`config.mk`:
```
export PLATFORM = sky130hd
export DESIGN_NAME = pdpd_front
export DESIGN_NICKNAME = d
export VERILOG_FILES = /design/src/hw/rtl/pdpd_pkg.sv /design/src/hw/rtl/pdpd_front.sv
export SDC_FILE = /design/constraint.sdc
export NUM_CORES = 1
export LEC_CHECK = 0
export BUFFER_PORTS_ARGS = -buffer_cell sky130_fd_sc_hd__buf_2
export CORE_ASPECT_RATIO = 1.2
export CORE_UTILIZATION = 50
export CTS_CLUSTER_SIZE = 10
export DETAILED_ROUTE_END_ITERATION = 10
export PLACE_DENSITY = 0.74
export SYNTH_ARGS = -nofsm -noshare
export SYNTH_HDL_FRONTEND = slang
export SYNTH_SLANG_ARGS = --single-unit
```
`constraint.sdc`:
```
create_clock -name i_clk -period 4.15 [get_ports i_clk]
set_clock_uncertainty 0.1 [all_clocks]
set_input_delay 0.415 -clock i_clk [delete_from_list [all_inputs] [get_ports i_clk]]
set_output_delay 0.415 -clock i_clk [all_outputs]
set_load 0.05 [all_outputs]
```
`src/hw/rtl/pdpd_pkg.sv`:
```
// Shared constants and register codes of the pulse-decay presence detector.
package pdpd_pkg;

    localparam int CAPTURE_LEN_DEF = 28;
    localparam int TAIL_START_DEF  = 19;

    localparam int IDX_W   = 5;
    localparam int SUM_W   = 12;
    localparam int CFG_W   = 13;
    localparam int CFG_A_W = 3;

    localparam logic [SUM_W-1:0] SUM_MAX  = 12'd4095;
    localparam logic [SUM_W-1:0] HIST_TOP = 12'd2295;

    localparam logic [CFG_A_W-1:0] REG_SETTLE = 3'd0;
    localparam logic [CFG_A_W-1:0] REG_CALIB  = 3'd1;
    localparam logic [CFG_A_W-1:0] REG_RANK   = 3'd2;
    localparam logic [CFG_A_W-1:0] REG_WINDOW = 3'd3;
    localparam logic [CFG_A_W-1:0] REG_NEAR   = 3'd4;
    localparam logic [CFG_A_W-1:0] REG_FAR    = 3'd5;

    localparam logic [12:0] SETTLE_RST = 13'd3000;
    localparam logic [11:0] CALIB_RST  = 12'd2000;
    localparam logic [11:0] RANK_RST   = 12'd400;
    localparam logic [5:0]  WINDOW_RST = 6'd50;
    localparam logic [5:0]  NEAR_RST   = 6'd45;
    localparam logic [6:0]  FAR_RST    = 7'd21;

    localparam logic [1:0] PH_SETTLE = 2'd0;
    localparam logic [1:0] PH_CALIB  = 2'd1;
    localparam logic [1:0] PH_DETECT = 2'd2;

endpackage

```
`src/hw/rtl/pdpd_front.sv`:
```
// Front end: frames samples into captures and accumulates the tail sum.
module pdpd_front #(
    parameter int CAPTURE_LEN = pdpd_pkg::CAPTURE_LEN_DEF,
    parameter int TAIL_START  = pdpd_pkg::TAIL_START_DEF
) (
    input  logic                       i_clk,
    input  logic                       i_rst_n,
    input  logic                       i_valid,
    output logic                       o_stall,
    input  logic [7:0]                 i_sample,
    input  logic                       i_first_of_capture,
    input  logic                       i_q_full,
    output logic                       o_push,
    output logic [pdpd_pkg::SUM_W-1:0] o_push_sum
);
    localparam logic [pdpd_pkg::IDX_W:0] CL = (pdpd_pkg::IDX_W+1)'(CAPTURE_LEN);
    localparam logic [pdpd_pkg::IDX_W:0] TS = (pdpd_pkg::IDX_W+1)'(TAIL_START);

    logic [pdpd_pkg::IDX_W-1:0] r_idx, n_idx;
    logic [pdpd_pkg::SUM_W-1:0] r_tsum, n_tsum;
    logic [pdpd_pkg::IDX_W:0]   idx;
    logic [pdpd_pkg::SUM_W:0]   sum_ext;
    logic [pdpd_pkg::SUM_W-1:0] base;
    logic                       accept, last;

    assign o_stall = i_q_full;
    assign accept  = i_valid && !o_stall;

    always_comb begin
        idx = i_first_of_capture ? '0 : {1'b0, r_idx};
        if (idx >= CL) idx = '0;
        base    = (idx == '0) ? '0 : r_tsum;
        sum_ext = {1'b0, base};
        if (idx >= TS) sum_ext = {1'b0, base} + {5'd0, i_sample};
        n_tsum  = sum_ext[pdpd_pkg::SUM_W] ? pdpd_pkg::SUM_MAX : sum_ext[pdpd_pkg::SUM_W-1:0];
        last    = !((idx + 1'b1) < CL);
        n_idx   = last ? '0 : pdpd_pkg::IDX_W'(idx + 1'b1);
    end

    assign o_push     = accept && last;
    assign o_push_sum = n_tsum;

    always_ff @(posedge i_clk) begin
        if (!i_rst_n) begin
            r_idx  <= '0;
            r_tsum <= '0;
        end else if (accept) begin
            r_idx  <= n_idx;
            r_tsum <= n_tsum;
        end
    end
endmodule

```
# --- After elaboration in Yosys (flattened, before gate mapping) ---
# Cells that the tools add are included.
totals:
  reg_bits: 17
  in_bits: 13
  out_inout_bits: 14
  elab_cells: 18
op_classes:
  addsub: 2
  order_cmp: 3
  mux: 6
  n_reduce_logical: 5
ops:
  columns: ["operator", "n"]
  rows:
  - ["2-to-1 mux 12 bit", 2]
  - ["2-to-1 mux 5 bit", 3]
  - ["adder 12 x 8 -> 13 bit", 1]
  - ["2-to-1 mux 13 bit", 1]
  - ["adder 6 x 1 -> 6 bit, second input constant", 1]
  - [">= comparator 6 x 5 -> 1 bit, second input constant", 1]
  - ["logical NOT 6 bit", 1]
  - ["< comparator 6 x 5 -> 1 bit, second input constant", 1]
  - [">= comparator 5 bit, second input constant", 1]
  - ["logical AND 1 bit", 2]
  - ["logical NOT 1 bit", 2]

# --- Longest topological paths before layout ---
logic_depth:
  depth_word: 8
  ltp_mapped: 16
  ltp_nobuf: 14

# --- Least setup slack after synthesis ---
# OpenSTA, ideal clock, no wires.
synth_timing:
  kind: "register to output"
  from: "register r_idx[2] (netlist name)"
  to: "output port o_push_sum[9] (netlist name)"
  arrival_ns: 3.916
  t_required_ns: 3.635
  setup_slack_ns: -0.281
  path_stages_with_launch: 16
  path_buffers: 2
  path_cell_list: "dfxtp_1 > clkbuf_1 > a31oi_1 > and2_1 > inv_1 > ha_1 > o31ai_1 > clkbuf_1 > and2_1 > ha_1 > o211ai_1 > o21ai_0 > o211ai_1 > nor2_1 > xnor2_1 > o21ai_0"
synth_via:
  elab_chain_cells: 8
  word_cells_on_any_way: 9
  classes_between: "add/sub (1); order compare (2); mux (5); reduce/logical (1)"
synth_rtl:
  columns: ["element", "line", "rtl"]
  rows:
  - ["start, declared", "pdpd_front.sv:19", "logic [pdpd_pkg::IDX_W-1:0] r_idx, n_idx;"]
  - ["start signal, assigned", "pdpd_front.sv:48", "r_idx <= n_idx;"]
  - ["2-to-1 mux 5 bit (*)", "pdpd_front.sv:30", "idx = i_first_of_capture ? '0 : {1'b0, r_idx};"]
  - [">= comparator 5 bit", "pdpd_front.sv:31", "if (idx >= CL) idx = '0;"]
  - ["2-to-1 mux 5 bit (*)", "pdpd_front.sv:31", null]
  - ["logical NOT 6 bit", "pdpd_front.sv:32", "base = (idx == '0) ? '0 : r_tsum;"]
  - ["2-to-1 mux 12 bit", "pdpd_front.sv:32", null]
  - ["adder 12 x 8 -> 13 bit", "pdpd_front.sv:34", "if (idx >= TS) sum_ext = {1'b0, base} + {5'd0, i_sample};"]
  - ["2-to-1 mux 13 bit (*)", "pdpd_front.sv:34", null]
  - ["2-to-1 mux 12 bit (*)", "pdpd_front.sv:35", "n_tsum = sum_ext[pdpd_pkg::SUM_W] ? pdpd_pkg::SUM_MAX : sum_ext[pdpd_pkg::SUM_W-1:0];"]
  - ["end, declared", "pdpd_front.sv:14", "output logic [pdpd_pkg::SUM_W-1:0] o_push_sum"]
# Every way passes the cells marked *; elsewhere a longest branch is shown, timed or not.

# --- Final worst setup path ---
layout_timing:
  from: "register r_idx[2] (netlist name)"
  to: "output port o_push_sum[10] (netlist name)"
# The elaborated chain is that of the path after synthesis.

==> impl_metrics.py <==
metrics = {
    "routing": {
        "drc": 0,
        "detail_route.vias_per_cell": 5.83,
        "final_antenna_net_count": 0,
        "drt_iter0_markers": 42,
        "routed-via-count": 1551,
        "dr.pass1.iters": 4,
        "wirelength_um": 3650,
        "detail_route.wl_per_cell_um": 13.7,
    },
    "sta": {
        "finalSetupTns_ns": 0,
        "setup_viol": 0,
        "finalCriticalPeriod_ns": 3.97,
        "drv_slew": 0,
        "slew_headroom_pct": 38.4,
        "hold_violations": 0,
        "worst_slew_pin_slew_ns": 0.922,
        "fmax_mhz": 252,
        "layout_worst_path_cycle_share_pct": 95.6,
        "fin_ws_ns": 0.181,
    },
    "final_layout": {
        "layout-drive-gt1-share_pct": 25.4,
        "n_antenna_cell": 0,
        "finalNonFillerCells": 266,
        "layout-area-overhead-vs-synth_pct": 20.3,
        "final_area_mm2": 0.00183,
        "n_fill_cell": 253,
        "finish.net_count": 257,
    },
    "synth": {
        "syn-cell-area_mm2": 0.00152,
        "synth_sequential_area_ratio_pct": 22.3,
        "post_synth_num_cell_types": 50,
        "synth_area_leaders": "sky130_fd_sc_hd__dfxtp_1 22%, sky130_fd_sc_hd__ha_1 8.2%, sky130_fd_sc_hd__nand2_1 6.2%, sky130_fd_sc_hd__a21oi_1 5.9%, sky130_fd_sc_hd__o21ai_0 5.3%",
        "mappedNetlistNets": 228,
        "synth_top_area_share_pct": 22.3,
        "synth-edff-count": 0,
        "syn-mean-instance-area_um2": 7.47,
        "synth_area_leader_cell": "sky130_fd_sc_hd__dfxtp_1",
        "synth-seq-cells": 17,
        "synthesis.yosys.warnings": 0,
        "synth-main-ff-cell": "sky130_fd_sc_hd__dfxtp_1",
        "post_synth_inst_count": 204,
        "postSynth.asyncResetShare_pct": 0,
    },
    "clock_tree": {
        "clockBufferDepth": 2,
        "clk_pin_slew_worst_paths_ns": 0.10,
        "clock-sinks": 17,
        "cts_inserted_buffers": 3,
        "h-tree-depth": 1,
        "cts_tree": "done",
        "clock_tree.root_cell": "sky130_fd_sc_hd__clkbuf_4",
        "clk_latency_ns": 0.30,
    },
    "worst_setup_path": {
        "worst-endpoint-required_ns": 3.63,
        "cp_data_arrival_time_ns": 3.45,
        "worst_setup_sp_type": "register",
        "ff2ff_setup_slack_ns": 0.72,
        "setup.worst_path.end_class": "primary output",
        "crit_path_max_fanout": 5,
        "rr_worst_depth": 15,
        "regToRegStartpoint": "r_idx[2]",
        "reg2reg_to": "r_tsum[10]",
        "setup_cp_type": "reg2out",
    },
    "power": {
        "static-leakage-power_uw": 0.000823,
        "power-per-cell-area_mw_per_mm2": 172,
        "worst_ir_drop_vdd_mv": 0.143,
    },
    "run_status": {
        "run_status": "finished clean",
    },
    "worst_hold_path": {
        "hold_path.class": "reg2reg",
        "hold_depth": 2,
        "worstHoldStart": "r_tsum[7]",
        "min_delay_worst_endpoint": "r_tsum[7]",
    },
    "global_route": {
        "grt_pass1_wl_um": 6250,
        "grt_antenna_before_repair": 0,
        "grt_use_total_pct": 24.3,
        "maximum_number_of_pins_on_one_net_before_global_route_repair": 17,
        "first_global_vias": 1468,
        "grt_overflow_total": 0,
    },
    "placed_design": {
        "routabilityCongestion": 0.794,
        "dpl_worst_slack_ns": 0.134,
        "numPortBuffers": 26,
        "dpl_cell_area_mm2": 0.00171,
        "dpl.cell_count": 260,
        "place.detailed.hpwl_um": 2770,
    },
    "floorplanning": {
        "num_rows": 21,
        "die_height_um": 62.5,
        "io-pin-count": 27,
        "fp.coreArea_mm2": 0.00284,
        "die_width_um": 52.4,
        "initial_utilization_pct": 53.7,
        "die_area_mm2": 0.00327,
    },
    "job": {
        "number_of_maximum_capacitance_constraint_violations": 0,
    },
}
stage by stage:
step | hold WS, ns | util (%) | power [uW]
after global placement | 0.362 | 60.2 | 226
final | 0.373 | 64.6 | 316
after CTS | 0.359 | 61.3 | 316
after floorplan | 0.339 | - | 209
after global routing | 0.397 | 64.6 | 334
after detailed placement | 0.362 | 60.2 | 226
metal layers:
layer	up-vias	track usage [%]	share of wire (%)
li1	794	-	-
met1	715	29.9	45
met2	36	42.9	50
met3	6	1.95	3.0
met4	0	7.89	1.5
met5	-	0	0
cells in the mapped netlist (all sizes together) (2+ instances only):
cell / n
ha: 10
nand2: 26
xor2: 4
or3: 2
mux2i: 4
and2: 12
nand2b: 3
a21o: 7
a211oi: 6
o21bai: 2
a21oi: 18
dfxtp: 17
buf: 3
a31oi: 4
nor2b: 5
nand3: 5
inv: 5
nor3: 6
o211ai: 3
and3: 2
xnor2: 5
nor2: 11
o21ai: 19
clkbuf: 7
where the power goes:
| part | internal (uW) | switching (uW) |
|---|---|---|
| Sequential | 167 | 2.95 |
| Clock | 37.5 | 52.7 |
| Combinational | 22.0 | 34.2 |
| Total | 226 | 89.9 |
final cells by class:
type	instances	area [um2]	area share [%]
multi-input combinational	172	1190	64.8
sequential	17	342	18.6
timing repair buffer	34	216	11.8
tap	34	42.5	2.32
clock buffer	4	26.3	1.43
inverter	5	18.8	1.02
cell families after synthesis:
logic type,Yosys count,share of synthesized area (%)
and+or+nand+nor,76,25.3
buffers and inverters,15,4.27
AOI/OAI and AO/OA,72,30.8
adders and majority gates,11,9.52
muxes,4,2.63
DFF,17,22.3
xor gates and xnor gates,9,5.17
layout by cell type (no fill, tap or decap), types with 2 or more instances in the layout:
master and n:
sky130_fd_sc_hd__nand2_1 25, sky130_fd_sc_hd__buf_2 20, sky130_fd_sc_hd__a21oi_1 17, sky130_fd_sc_hd__dfxtp_1 16
sky130_fd_sc_hd__o21ai_0 14, sky130_fd_sc_hd__nor2_1 11, sky130_fd_sc_hd__buf_4 10, sky130_fd_sc_hd__a21o_1 7
sky130_fd_sc_hd__and2_1 7, sky130_fd_sc_hd__ha_1 7, sky130_fd_sc_hd__nor3_1 6, sky130_fd_sc_hd__inv_1 5
sky130_fd_sc_hd__xnor2_1 5, sky130_fd_sc_hd__nor2b_1 5, sky130_fd_sc_hd__a211oi_1 4, sky130_fd_sc_hd__xor2_1 4
sky130_fd_sc_hd__nand3_1 4, sky130_fd_sc_hd__and2_4 4, sky130_fd_sc_hd__o21ai_1 4, sky130_fd_sc_hd__clkbuf_4 4
sky130_fd_sc_hd__o211ai_1 3, sky130_fd_sc_hd__mux2i_1 3, sky130_fd_sc_hd__nand2b_1 3, sky130_fd_sc_hd__buf_6 3
sky130_fd_sc_hd__and3_1 2, sky130_fd_sc_hd__o21bai_1 2, sky130_fd_sc_hd__a31oi_1 2, sky130_fd_sc_hd__a31oi_2 2
sky130_fd_sc_hd__ha_2 2
worst max-delay path, stage by stage, from the launching register on:
cell,delay (ns)
sky130_fd_sc_hd__dfxtp_2,0.35
sky130_fd_sc_hd__a31oi_2,0.21
sky130_fd_sc_hd__and2_4,0.18
sky130_fd_sc_hd__inv_1,0.04
sky130_fd_sc_hd__ha_1,0.21
sky130_fd_sc_hd__o31ai_2,0.10
sky130_fd_sc_hd__and2_4,0.22
sky130_fd_sc_hd__ha_2,0.20
sky130_fd_sc_hd__fa_2,0.24
sky130_fd_sc_hd__a211oi_1,0.10
sky130_fd_sc_hd__or3_4,0.40
sky130_fd_sc_hd__a211oi_4,0.36
sky130_fd_sc_hd__nand3_2,0.17
sky130_fd_sc_hd__mux2i_2,0.21
sky130_fd_sc_hd__buf_6,0.18
state kept, by name (all words and copies together) (netlist names):
register  flops
r_tsum       12
r_idx         5
how the worst max path moves through the flow:
stage	start	end	slack, ns
3_3_place_gp	i_first_of_capture	o_push_sum[5]	0.20
4_1_cts	r_idx[2]	o_push_sum[10]	0.009
5_1_grt	r_idx[2]	o_push_sum[5]	-0.02
3_5_place_dp	i_first_of_capture	o_push_sum[5]	0.13
2_1_floorplan	r_idx[2]	o_push_sum[2]	0.008
6_report	r_idx[2]	o_push_sum[10]	0.18
timing repair:
item	4_1_cts	5_1_grt
buffers inserted	0	2
resized for setup	3	24
pin swaps	0	5
endpoints found under the setup margin	3	12
hold buffers	0	0
Note: power is estimated with default switching activity, not from simulation.
