**src/hw/rtl/pdpd_pkg.sv**
```systemverilog
// Shared constants and register codes of the pulse-decay presence detector.
package pdpd_pkg;

    localparam int CAPTURE_LEN_DEF = 28;
    localparam int TAIL_START_DEF  = 19;

    localparam int IDX_W   = 5;
    localparam int SUM_W   = 12;
    localparam int CFG_W   = 13;
    localparam int CFG_A_W = 3;

    localparam logic [SUM_W-1:0] SUM_MAX  = 12'd4095;
    localparam logic [SUM_W-1:0] HIST_TOP = 12'd2295;

    localparam logic [CFG_A_W-1:0] REG_SETTLE = 3'd0;
    localparam logic [CFG_A_W-1:0] REG_CALIB  = 3'd1;
    localparam logic [CFG_A_W-1:0] REG_RANK   = 3'd2;
    localparam logic [CFG_A_W-1:0] REG_WINDOW = 3'd3;
    localparam logic [CFG_A_W-1:0] REG_NEAR   = 3'd4;
    localparam logic [CFG_A_W-1:0] REG_FAR    = 3'd5;

    localparam logic [12:0] SETTLE_RST = 13'd3000;
    localparam logic [11:0] CALIB_RST  = 12'd2000;
    localparam logic [11:0] RANK_RST   = 12'd400;
    localparam logic [5:0]  WINDOW_RST = 6'd50;
    localparam logic [5:0]  NEAR_RST   = 6'd45;
    localparam logic [6:0]  FAR_RST    = 7'd21;

    localparam logic [1:0] PH_SETTLE = 2'd0;
    localparam logic [1:0] PH_CALIB  = 2'd1;
    localparam logic [1:0] PH_DETECT = 2'd2;

endpackage

```
**src/hw/rtl/pdpd_queue.sv**
```systemverilog
// Two-entry queue of tail sums between front and back.
module pdpd_queue (
    input  logic                       i_clk,
    input  logic                       i_rst_n,
    input  logic                       i_push,
    input  logic [pdpd_pkg::SUM_W-1:0] i_push_sum,
    input  logic                       i_pop,
    output logic                       o_full,
    output logic                       o_nonempty,
    output logic [pdpd_pkg::SUM_W-1:0] o_head
);
    logic [pdpd_pkg::SUM_W-1:0] r_ent [2];
    logic                       r_wp, r_rp;
    logic [1:0]                 r_cnt;

    assign o_full     = (r_cnt == 2'd2);
    assign o_nonempty = (r_cnt != 2'd0);
    assign o_head     = r_ent[r_rp];

    always_ff @(posedge i_clk) begin
        if (i_push) r_ent[r_wp] <= i_push_sum;
    end

    always_ff @(posedge i_clk) begin
        if (!i_rst_n) begin
            r_wp  <= 1'b0;
            r_rp  <= 1'b0;
            r_cnt <= '0;
        end else begin
            if (i_push) r_wp <= !r_wp;
            if (i_pop) r_rp <= !r_rp;
            r_cnt <= r_cnt + {1'b0, i_push} - {1'b0, i_pop};
        end
    end
endmodule

```
**config.mk**
```make
export PLATFORM = sky130hd
export DESIGN_NAME = pdpd_queue
export DESIGN_NICKNAME = d
export VERILOG_FILES = /design/src/hw/rtl/pdpd_pkg.sv /design/src/hw/rtl/pdpd_queue.sv
export SDC_FILE = /design/constraint.sdc
export NUM_CORES = 1
export LEC_CHECK = 0
export BUFFER_PORTS_ARGS = -buffer_cell sky130_fd_sc_hd__buf_2
export CAP_MARGIN = 20
export CORE_MARGIN = 3
export CORE_UTILIZATION = 48
export CTS_BUF_LIST = sky130_fd_sc_hd__clkbuf_4 sky130_fd_sc_hd__clkbuf_8
export CTS_CLUSTER_DIAMETER = 120
export DETAILED_ROUTE_END_ITERATION = 10
export PLACE_DENSITY_LB_ADDON = 0.08
export SETUP_SLACK_MARGIN = 0.5
export SLEW_MARGIN = 15
export SYNTH_ARGS = -nofsm -noshare
export SYNTH_HDL_FRONTEND = slang
export SYNTH_SLANG_ARGS = --single-unit
```
**constraint.sdc**
```tcl
create_clock -name i_clk -period 1.2 [get_ports i_clk]
set_input_delay 0.24 -clock i_clk [delete_from_list [all_inputs] [get_ports i_clk]]
set_output_delay 0.24 -clock i_clk [all_outputs]
set_load 0.05 [all_outputs]
```
# Word level (Yosys, flattened, before mapping)
# Memory sizes are Yosys's and may differ from the RTL's. A register that Yosys moved wholly into a read port is not among the register bits.
# Index checks and enable logic that the tools add are counted.
# word_totals
register_bits	4
latchBits	0
ramBits	24
rom_bits	0
inputBits	16
out_inout_bits	14
wordCells	14
n_memories	1
# mem_list
memory	depth	word_bits	rd	rd_ports_with_merged_regs	wr	line	text
r_ent	2	12	1	1	1	pdpd_queue.sv:12	logic [pdpd_pkg::SUM_W-1:0] r_ent [2];
# op_classes
add_sub_neg	2
n_mul	0
div_mod_pow	0
n_lt_le_gt_ge	0
eq_ne	1
shift	0
muxes	4
bitwise_logic	0
reduce_logical	3
# ops
op	n
$mux 1	4
$add 2x1->2	1
$eq 2x2->1 const B	1
$logic_not 1->1	2
$reduce_bool 2->1	1
$sub 2x1->2	1

# Longest topological paths before layout
# Gate-level depths: netlist of run 1.
# depth
depth_word	3
depth_mapped	6
depth_no_buf	6

# Least setup slack after synthesis of run 1
# No wires, ideal clock.
# synth_path
kind	register to register
start	register r_cnt[0]
end	register r_cnt[1]
setup_ns	0.065
t_arrival_ns	1.237
required_time_ns	1.135
slack_ns	-0.102
path_stages_with_launch	7
n_path_buf	0
synth_period_minus_slack_ns	1.302
cell_sequence	dfxtp_1 > inv_1 > ha_1 > inv_1 > ha_1 > xnor3_1 > nor2b_1
# synth_via
elab_chain_cells	2
# synth_lines
item	line	text
start, declared	pdpd_queue.sv:14	logic [1:0] r_cnt;
start signal, assigned	pdpd_queue.sv:32	r_cnt <= r_cnt + {1'b0, i_push} - {1'b0, i_pop};
$add 2x1->2	pdpd_queue.sv:32	
$sub 2x1->2	pdpd_queue.sv:32	
# Every way passes these cells.
# A chain may end at the register's enable or synchronous reset.

==> results of run 1 <==
-- cells in the mapped netlist (all sizes together) --
master   n
edfxtp  24
mux2    12
dfxtp    5
and2     4
nor2b    4
ha       2
inv      2
buf      1
o21a     1
or2      1
xnor3    1
xor2     1
-- power groups by stage --
stage	registers (W)	clock network (W)	logic, W
4_1_cts	0.00120	0.000567	0.000731
3_5_place_dp	0.00122	0	0.000547
5_1_grt	0.00120	0.000608	0.000802
3_3_place_gp	0.00121	0	0.000536
6_report	0.00120	0.000550	0.000762
2_1_floorplan	0.00121	0	0.000424
-- cell type report --
type	count	area [um^2]
clock inverters	3	17.52
well taps	27	33.78
clock buffers	5	37.54
inverters	2	10.01
flip-flops and latches	29	832.0
repair buffers	39	369.1
multi-input cells	27	351.6
fillers	123	450.4
-- stage by stage --
stage	hold WS [ns]	TNS, ns	power (W)
floorplan	0.3389	0	0.001634
detailed placement	0.4320	-0.3195	0.001764
finish	0.1019	-3.896	0.002508
global placement	0.4275	-0.1727	0.001749
CTS	0.09839	-3.951	0.002493
global route	0.08313	-4.590	0.002615
-- metal layers --
layer  vias up  wire length [um]  share of wire
met5         -                 0              0
met4         0                35          0.017
met3         4               131          0.064
met2        26              1126           0.55
met1       292               745           0.37
li1        307                 -              -
-- worst max-delay path by stage --
stage	to	startpoint	slack, ns	cells after the start
global route	o_head[9]	flop	-0.36	3
detailed placement	r_cnt[1]	i_pop	-0.05	6
finish	o_head[9]	flop	-0.32	3
floorplan	r_cnt[1]	r_cnt[0]	0.06	6
CTS	o_head[9]	flop	-0.33	3
global placement	o_head[4]	flop	-0.02	3
-- logic make-up after synthesis --
| kind of cell | Yosys count |
|---|---|
| AO/OA/AOI/OAI | 1 |
| XOR/XNOR | 2 |
| adder cells (fa/ha/maj) | 2 |
| buffers and inverters | 3 |
| flip-flops | 29 |
| multiplexers | 12 |
| AND/OR/NAND/NOR | 9 |
-- registers in the layout, indices dropped and copies added, names as in the netlist, named ones only --
register,cells
r_cnt,2
r_ent,24
r_rp,1
r_wp,1
-- worst reg2reg max path, cell delays in order (launching register included) --
cell and delay (ns):
dfxtp_2 0.36, inv_2 0.05, ha_4 0.26, inv_4 0.04, ha_4 0.14, xnor3_1 0.19
nor2b_1 0.18
-- timing repair --
| action | CTS | global route |
|---|---|---|
| buffers inserted | 4 | 1 |
| endpoints found under the setup margin | 43 | 43 |
| gates resized for setup | 43 | 4 |
| cloned | 2 | 0 |
| pin swaps | 5 | 0 |
==> impl_metrics.toml, run 1 <==
[outcome]
status = "finished with violations"
violations = "setup timing"

[critical_path]
path_delay_family = "flip-flops"
timing.rr.start = "r_cnt[0]"
cp_slowest_stage_delay_ns = 0.38
cp-start-kind = "flop"
slowest_stage = "dfxtp_4"
cp.required_ns = 0.96
worst_ep_arrival_time_ns = 1.28
r2r_cells = 6
crit_fanout = 7
end_kind = "primary output"
worst-r2r-setup-slack_ns = -0.12
path_cells = "buf_12, mux2_4, buf_6"
timing.rr.end = "r_cnt[1]"
path_buf_inv = 2
critPathKind = "reg -> out"

[yosys]
synth_top_family_by_area = "multiplexers"
muxShareOfSynthArea = 0.1525
ys_seq_area_frac = 0.7249
synth_area_leader_cell = "edfxtp_1"
avgSynthCellArea_um2 = 19.52
netlist_area_um2 = 1132
synth_area_leaders = "edfxtp_1 64%, mux2_4 13%, dfxtp_1 8.8%"
post_synth_fa_ha_maj_area_fraction = 0.02210
synth.top_cell.area_share = 0.6365
synth-simple-area-share = 0.04972
ys_ff_latch = 29
ys_warn_count = 0
synth_compound_area_frac = 0.006630
synth_xor_area_frac = 0.02762
syn_nets = 76
synthDistinctLibCells = 13
syn-instance-count = 58

[floorplan]
die_area_um2 = 2978
die_width_um = 54.57
fp.dieH_um = 54.57
num_rows = 16
num_io_pins = 30
start_util = 0.5387
core_area_um2 = 2102

[grt]
antenna_found_initial = 0
overflow = 0
grt_pass1_vias = 661
gr-usage-met3 = 0.05450
grt_pass1_wl_mm = 2.973
global_route.usage.met1 = 0.1616
grt_max_degree = 11
track_usage = 0.1551
gr-usage-met2 = 0.2769
busiest_layer = "met2"

[drt]
route.vias.total = 629
route.detailed.drc = 0
drtAntennaViolNets = 0
wl_mm = 2.039
vias_per_cell = 4.765
wl_per_cell_um = 15.45
first_pass_iters = 4
drtIter0Drc = 4

[clock_tree]
cts_buffers = 5
hold_buffers = 0
cts_tree = "done"
clk_pin_slew_ns = 0.10
clock_path_buffers = 2
clk_latency_ns = 0.32
htree_levels = 2
cts_sinks = 29
ctsRootBufferMaster = "clkbuf_4"

[final_layout]
finalNetCount = 122
drive_gt1_frac = 0.6857
final_util = 0.7857
n_antenna_cell = 0
final_cell_mix = "24 x edfxtp_1, 17 x buf_6, 15 x buf_2"
final_common_cell = "edfxtp_1"
fin_area_um2 = 1652
syn_to_final_growth_pct = 45.86
final_cells = 132

[worst_hold_path]
min_from = "i_push_sum[2]"
holdPathEnd = "r_ent[0][2]"
min_path_cells = 1
min_path_type = "in -> reg"

[timing]
fin_ws_ns = -0.3190
fin_skew_ns = 0.008213
report.final.slew_viol_count = 0
setup_viol = 15
rsz0062_at_grt = "true"
finalCritPeriodShare = 1.266
hold_violations = 0
slew_headroom = 0.8656
timing.fmax_mhz = 658.3
tightest_slew_ns = 0.2012
period_needed_ns = 1.519

[flow_run]
max_cap_violations = 0

[power_and_ir_drop]
p_clk_frac = 0.219
switching_share = 0.3007
p_int_w = 0.001754
power.switching_w = 0.0007542
peakVddDrop_v = 0.001435
combPwrFrac = 0.304
cellPowerDensity_nw_per_um2 = 1519
pwr-share-seq = 0.477
p_leak_nw = 0.6840

[placement]
place_congestion = 0.6375
dp_worst_setup_slack_ns = -0.04523
io_buffers = 29
place_area_um2 = 1366
dp.cells = 117
No activity file was read; power rests on OpenSTA's default activity.
==> run 2, diff against run 1 <==
- ABC_AREA: not set -> 1
==> run 2 against run 1 <==
  * The flow still finishes with violations (setup timing)
  * Die area shrank 0.20%
  * Register-to-register slack gained 0.20 ns
  * Critical path depth is the same
  * Clock skew grew 0.0035 ns
  * Setup slack gained 0.0038 ns
  * First-iteration DRC count shrank 75%
  * Critical endpoint is now o_head[10]
  * Highest routed layer unchanged
==> impl_metrics.toml, run 2 <==
[placement]
io_buffers = 29
place_congestion = 0.7057
hpwl_mm = 1.221

[power_and_ir_drop]
cellPowerDensity_nw_per_um2 = 1488
peakVddDrop_v = 0.001429
total_power_w = 0.002456
p_leak_nw = 0.6868

[yosys]
synthDistinctLibCells = 11
async_flop_share = 0
syn_nets = 88
avgSynthCellArea_um2 = 16.14
netlist_area_um2 = 1130
synth-edff-count = 24
ys_warn_count = 0
ys_ff_latch = 29
synth.top_cell.area_share = 0.6379
synth_area_leader_cell = "edfxtp_1"
synth_area_leaders = "edfxtp_1 64%, mux2_4 13%, dfxtp_1 8.9%"
syn-instance-count = 70
ys_seq_area_frac = 0.7265
synth-main-ff-cell = "edfxtp_1"
yosysMostFrequentCell = "edfxtp_1"
synth.top_cells.by_count = "24 x edfxtp_1, 10 x mux2_4, 9 x nand2_1, 8 x nor2_1, 7 x inv_1"

[timing]
setup_viol = 13
timing.fmax_mhz = 660.0
report.final.slew_viol_count = 0
period_needed_ns = 1.515
fin_ws_ns = -0.3153
fin_hold_ws_ns = 0.1042
slew_headroom = 0.8735
fin_skew_ns = 0.01170
rsz0062_at_grt = "true"
finalCritPeriodShare = 1.263
tightest_slew_ns = 0.1898
hold_violations = 0

[clock_tree]
cts_sinks = 29
clk_pin_slew_ns = 0.09
hold_buffers = 0
clock_path_buffers = 2
cts_buffers = 5
cts_tree = "done"
htree_levels = 2
clk_latency_ns = 0.32
ctsRootBufferMaster = "clkbuf_4"

[grt]
grt_max_degree = 13
grt_pass1_wl_mm = 2.808
antenna_found_initial = 0
track_usage = 0.1464
grt_pass1_vias = 626
overflow = 0

[worst_hold_path]
holdPathEnd = "r_ent[1][11]"
min_path_type = "in -> reg"
min_from = "i_push_sum[11]"
min_path_cells = 1

[floorplan]
num_rows = 16
start_util = 0.5427
num_io_pins = 30
fp.dieH_um = 54.52
die_width_um = 54.52
core_area_um2 = 2082
die_area_um2 = 2972

[drt]
wl_per_cell_um = 12.76
drtIter0Drc = 1
drtAntennaViolNets = 0
wl_mm = 1.761
vias_per_cell = 4.696
route.vias.total = 648
first_pass_iters = 2
route.detailed.drc = 0

[critical_path]
worst-r2r-setup-slack_ns = 0.08
path_buf_inv = 2
cp-start-kind = "flop"
timing.rr.end = "r_cnt[1]"
slowest_stage = "dfxtp_4"
critPathKind = "reg -> out"
crit_fanout = 3
path_cells = "buf_4, mux2_4, buf_6"
timing.rr.start = "r_cnt[0]"
end_kind = "primary output"
cp_slowest_stage_delay_ns = 0.37
path_delay_family = "flip-flops"
worst_ep_arrival_time_ns = 1.28
cp.required_ns = 0.96
r2r_cells = 6

[final_layout]
largest_reg_flops = 24
final_common_cell = "edfxtp_1"
drive_gt1_frac = 0.6757
n_antenna_cell = 0
reg.largest.list = "r_ent (24), r_cnt (2)"
syn_to_final_growth_pct = 46.07
finalNetCount = 128
regMostFlops = "r_ent"
final_cell_mix = "24 x edfxtp_1, 15 x buf_2, 12 x mux2_4"

[outcome]
status = "finished with violations"
violations = "setup timing"

[flow_run]
max_cap_violations = 0
==> run 2: final cells by class <==
class                   instances  area, um^2
fillers                       107       431.7
repair buffers                 33       299.0
multi-input cells              33       366.6
clock inverters                 1       5.005
clock buffers                   7       65.06
repair inverters                1       11.26
well taps                      27       33.78
flip-flops and latches         29       830.8
inverters                       7       38.79
==> run 2: through the flow <==
stage | setup TNS [ns] | instances | setup slack (ns) | util | instance area, um^2
4_1_cts | -4.000 | 138 | -0.3391 | 0.7819 | 1628
2_1_floorplan | 0 | 70 | 0.08841 | - | 1194
3_5_place_dp | -0.3331 | 129 | -0.05448 | 0.6785 | 1413
6_report | -3.694 | 138 | -0.3153 | 0.7927 | 1650
3_3_place_gp | -0.1709 | 129 | -0.03513 | 0.6785 | 1413
5_1_grt | -4.568 | 138 | -0.3790 | 0.7927 | 1650
==> run 2: worst max path at each step <==
stage	end	slack, ns	depth (start not counted)
after detailed placement	o_head[0]	-0.05	3
after floorplan	o_head[10]	0.09	2
after global placement	o_head[0]	-0.04	3
after global routing	o_head[10]	-0.38	3
after CTS	o_head[10]	-0.34	3
final	o_head[10]	-0.32	3
==> run 2: power by group <==
group / leakage, nW / switching, W / total, W / internal (W)
Combinational: 0.377 / 0.000346 / 0.000615 / 0.000269
Sequential: 0.269 / 0.0000326 / 0.00119 / 0.00116
Clock: 0.0413 / 0.000311 / 0.000650 / 0.000339
Total: 0.687 / 0.000690 / 0.00246 / 0.00177
==> run 2: routing by layer <==
layer | wire, um | vias up | track usage
li1 | - | 331 | -
met1 | 659 | 293 | 0.1493
met2 | 910 | 22 | 0.2351
met3 | 164 | 2 | 0.08719
met4 | 27 | 0 | 0.07469
met5 | 0 | - | 0
==> run 2: cells by family after synthesis <==
kind of cell,after synthesis,share of synthesized area
DFF,29,0.7265
adders and majority gates,2,0.02214
buffers and inverters,8,0.03323
muxes,12,0.1528
and+or+nand+nor,18,0.06090
AOI/OAI and AO/OA,1,0.004425
==> run 2: repair_timing <==
item                                    CTS  global route
resized for setup                        44             8
buffers inserted                          0             0
pin swaps                                 2             1
endpoints found under the setup margin   40            41
cloned                                    1             0
==> run 3, diff against run 2 <==
==> constraint.sdc (replaced) <==
create_clock -name i_clk -period 1.2 [get_ports i_clk]
set_input_delay 0.36 -clock i_clk [delete_from_list [all_inputs] [get_ports i_clk]]
set_output_delay 0.36 -clock i_clk [all_outputs]
set_load 0.05 [all_outputs]
==> run 3 against run 2 <==
  * The flow still finishes with violations (setup timing)
  * Non-clock buffer count rose by 8
  * Critical endpoint is now o_head[9]
  * Power fell by 0.48%
  * Die area did not move
  * Clock power fell by 13%
  * Utilization rose by 5.3 points
==> impl_metrics.toml, run 3 (synthesis gave the netlist of run 2 again) <==
[final_layout]
n_antenna_cell = 0
final_cells = 146
drive_gt1_frac = 0.6807
largest_reg_flops = 24
finalNetCount = 136
reg.largest.list = "r_ent (24), r_cnt (2)"
n_fill_cell = 109
final_common_cell = "edfxtp_1"
regMostFlops = "r_ent"
final_cell_mix = "24 x edfxtp_1, 17 x buf_6, 15 x buf_2"
syn_to_final_growth_pct = 55.81

[critical_path]
cp.required_ns = 0.84
r2r_cells = 8
end_kind = "primary output"
worst-r2r-setup-slack_ns = 0
timing.rr.start = "r_cnt[0]"
critPathKind = "reg -> out"
crit_fanout = 10
worst_ep_arrival_time_ns = 1.30
cp-start-kind = "flop"
timing.rr.end = "r_cnt[1]"

[clock_tree]
clk_latency_ns = 0.31
htree_levels = 2
cts_tree = "done"
hold_buffers = 0
clock_path_buffers = 2
ctsRootBufferMaster = "clkbuf_4"
cts_buffers = 5
cts_sinks = 29
clk_pin_slew_ns = 0.09

[power_and_ir_drop]
p_clk_frac = 0.232
total_power_w = 0.002444
peakVddDrop_v = 0.001105
cellPowerDensity_nw_per_um2 = 1388
p_leak_nw = 0.7433
power.switching_w = 0.0007210
combPwrFrac = 0.281
pwr-share-seq = 0.487
switching_share = 0.2950
p_int_w = 0.001723

[timing]
period_needed_ns = 1.661
finalCritPeriodShare = 1.384
slew_headroom = 0.8351
report.final.slew_viol_count = 0
tightest_slew_ns = 0.2474
rsz0062_at_grt = "true"
fin_skew_ns = 0.005148
timing.fmax_mhz = 602.0
hold_violations = 0
setup_viol = 14
fin_ws_ns = -0.4610

[floorplan]
die_width_um = 54.52
start_util = 0.5427
fp.dieH_um = 54.52
num_io_pins = 30
num_rows = 16
die_area_um2 = 2972
core_area_um2 = 2082

[drt]
wl_mm = 2.207
route.detailed.drc = 0
first_pass_iters = 3
wl_per_cell_um = 15.12
drtIter0Drc = 10
drtAntennaViolNets = 0
vias_per_cell = 4.808
route.vias.total = 702

[grt]
grt_max_degree = 11
grt_pass1_wl_mm = 3.305
overflow = 0
track_usage = 0.1754
grt_pass1_vias = 725
antenna_found_initial = 0

[outcome]
status = "finished with violations"
violations = "setup timing"

[worst_hold_path]
min_from = "i_push_sum[4]"
min_path_cells = 1
min_path_type = "in -> reg"
holdPathEnd = "r_ent[1][4]"

[placement]
place_congestion = 0.6595
dp.cells = 130
io_buffers = 29
hpwl_mm = 1.306

[flow_run]
max_cap_violations = 0
## run 3: changes by cell type in the layout (fill, tap and decap cells not counted), sizes merged
cell	before	now
clkbuf	7	6
clkinv	1	4
inv	8	6
buf	33	41
## run 3: per-stage QoR
stage	setup TNS [ns]	util	setup WS, ns	hold slack, ns	cell area [um^2]
floorplan	-0.3159	-	-0.03159	0.4576	1206
global placement	-1.669	0.6881	-0.1449	0.4780	1433
detailed placement	-1.769	0.6881	-0.1603	0.4948	1433
CTS	-5.790	0.8281	-0.4766	0.2147	1724
global route	-6.222	0.8456	-0.5003	0.2145	1760
finish	-5.618	0.8456	-0.4610	0.2304	1760
## run 3: cell type report
| class | instances | area, um^2 | share of cell area |
|---|---|---|---|
| Timing Repair Buffer | 41 | 419.2 | 0.2381 |
| Clock buffer | 6 | 45.04 | 0.02559 |
| Clock inverter | 2 | 10.01 | 0.005686 |
| Tap cell | 27 | 33.78 | 0.01919 |
| Sequential cell | 29 | 830.8 | 0.4719 |
| Multi-Input combinational cell | 33 | 351.6 | 0.1997 |
| Timing Repair inverter | 1 | 16.27 | 0.009240 |
| Inverter | 7 | 53.80 | 0.03056 |
## run 3: how the worst max path moves through the flow
stage	start	to	cells past startpoint
final	flop	o_head[9]	3
after global routing	flop	o_head[9]	3
after CTS	flop	o_head[11]	3
after detailed placement	flop	o_head[8]	3
after global placement	flop	o_head[4]	3
after floorplan	flop	o_head[10]	2
## run 3: critical path: stages (launching register included)
cell	delay, ns
dfxtp_4	0.37
buf_12	0.14
mux2_4	0.31
buf_6	0.15
## run 3: power groups by stage
stage / Combinational (W) / Sequential [W] / Clock, W
after floorplan: 0.000377 / 0.00120 / 0
after global placement: 0.000495 / 0.00120 / 0
after detailed placement: 0.000505 / 0.00121 / 0
after CTS: 0.000662 / 0.00119 / 0.000574
after global routing: 0.000731 / 0.00120 / 0.000623
final: 0.000688 / 0.00119 / 0.000566
## run 3: metal layers
layer  GRT usage  share of wire  up-vias
met5           0              0        -
met4     0.07469          0.020        0
met3     0.06812          0.045        4
met2      0.3327           0.57       22
met1      0.1631           0.36      331
li1            -              -      345
## run 3: repair_timing
action	4_1_cts	5_1_grt
endpoints found under the setup margin	40	41
gates resized for setup	45	8
setup buffers	5	1
cloned	2	0
pin swaps	5	3
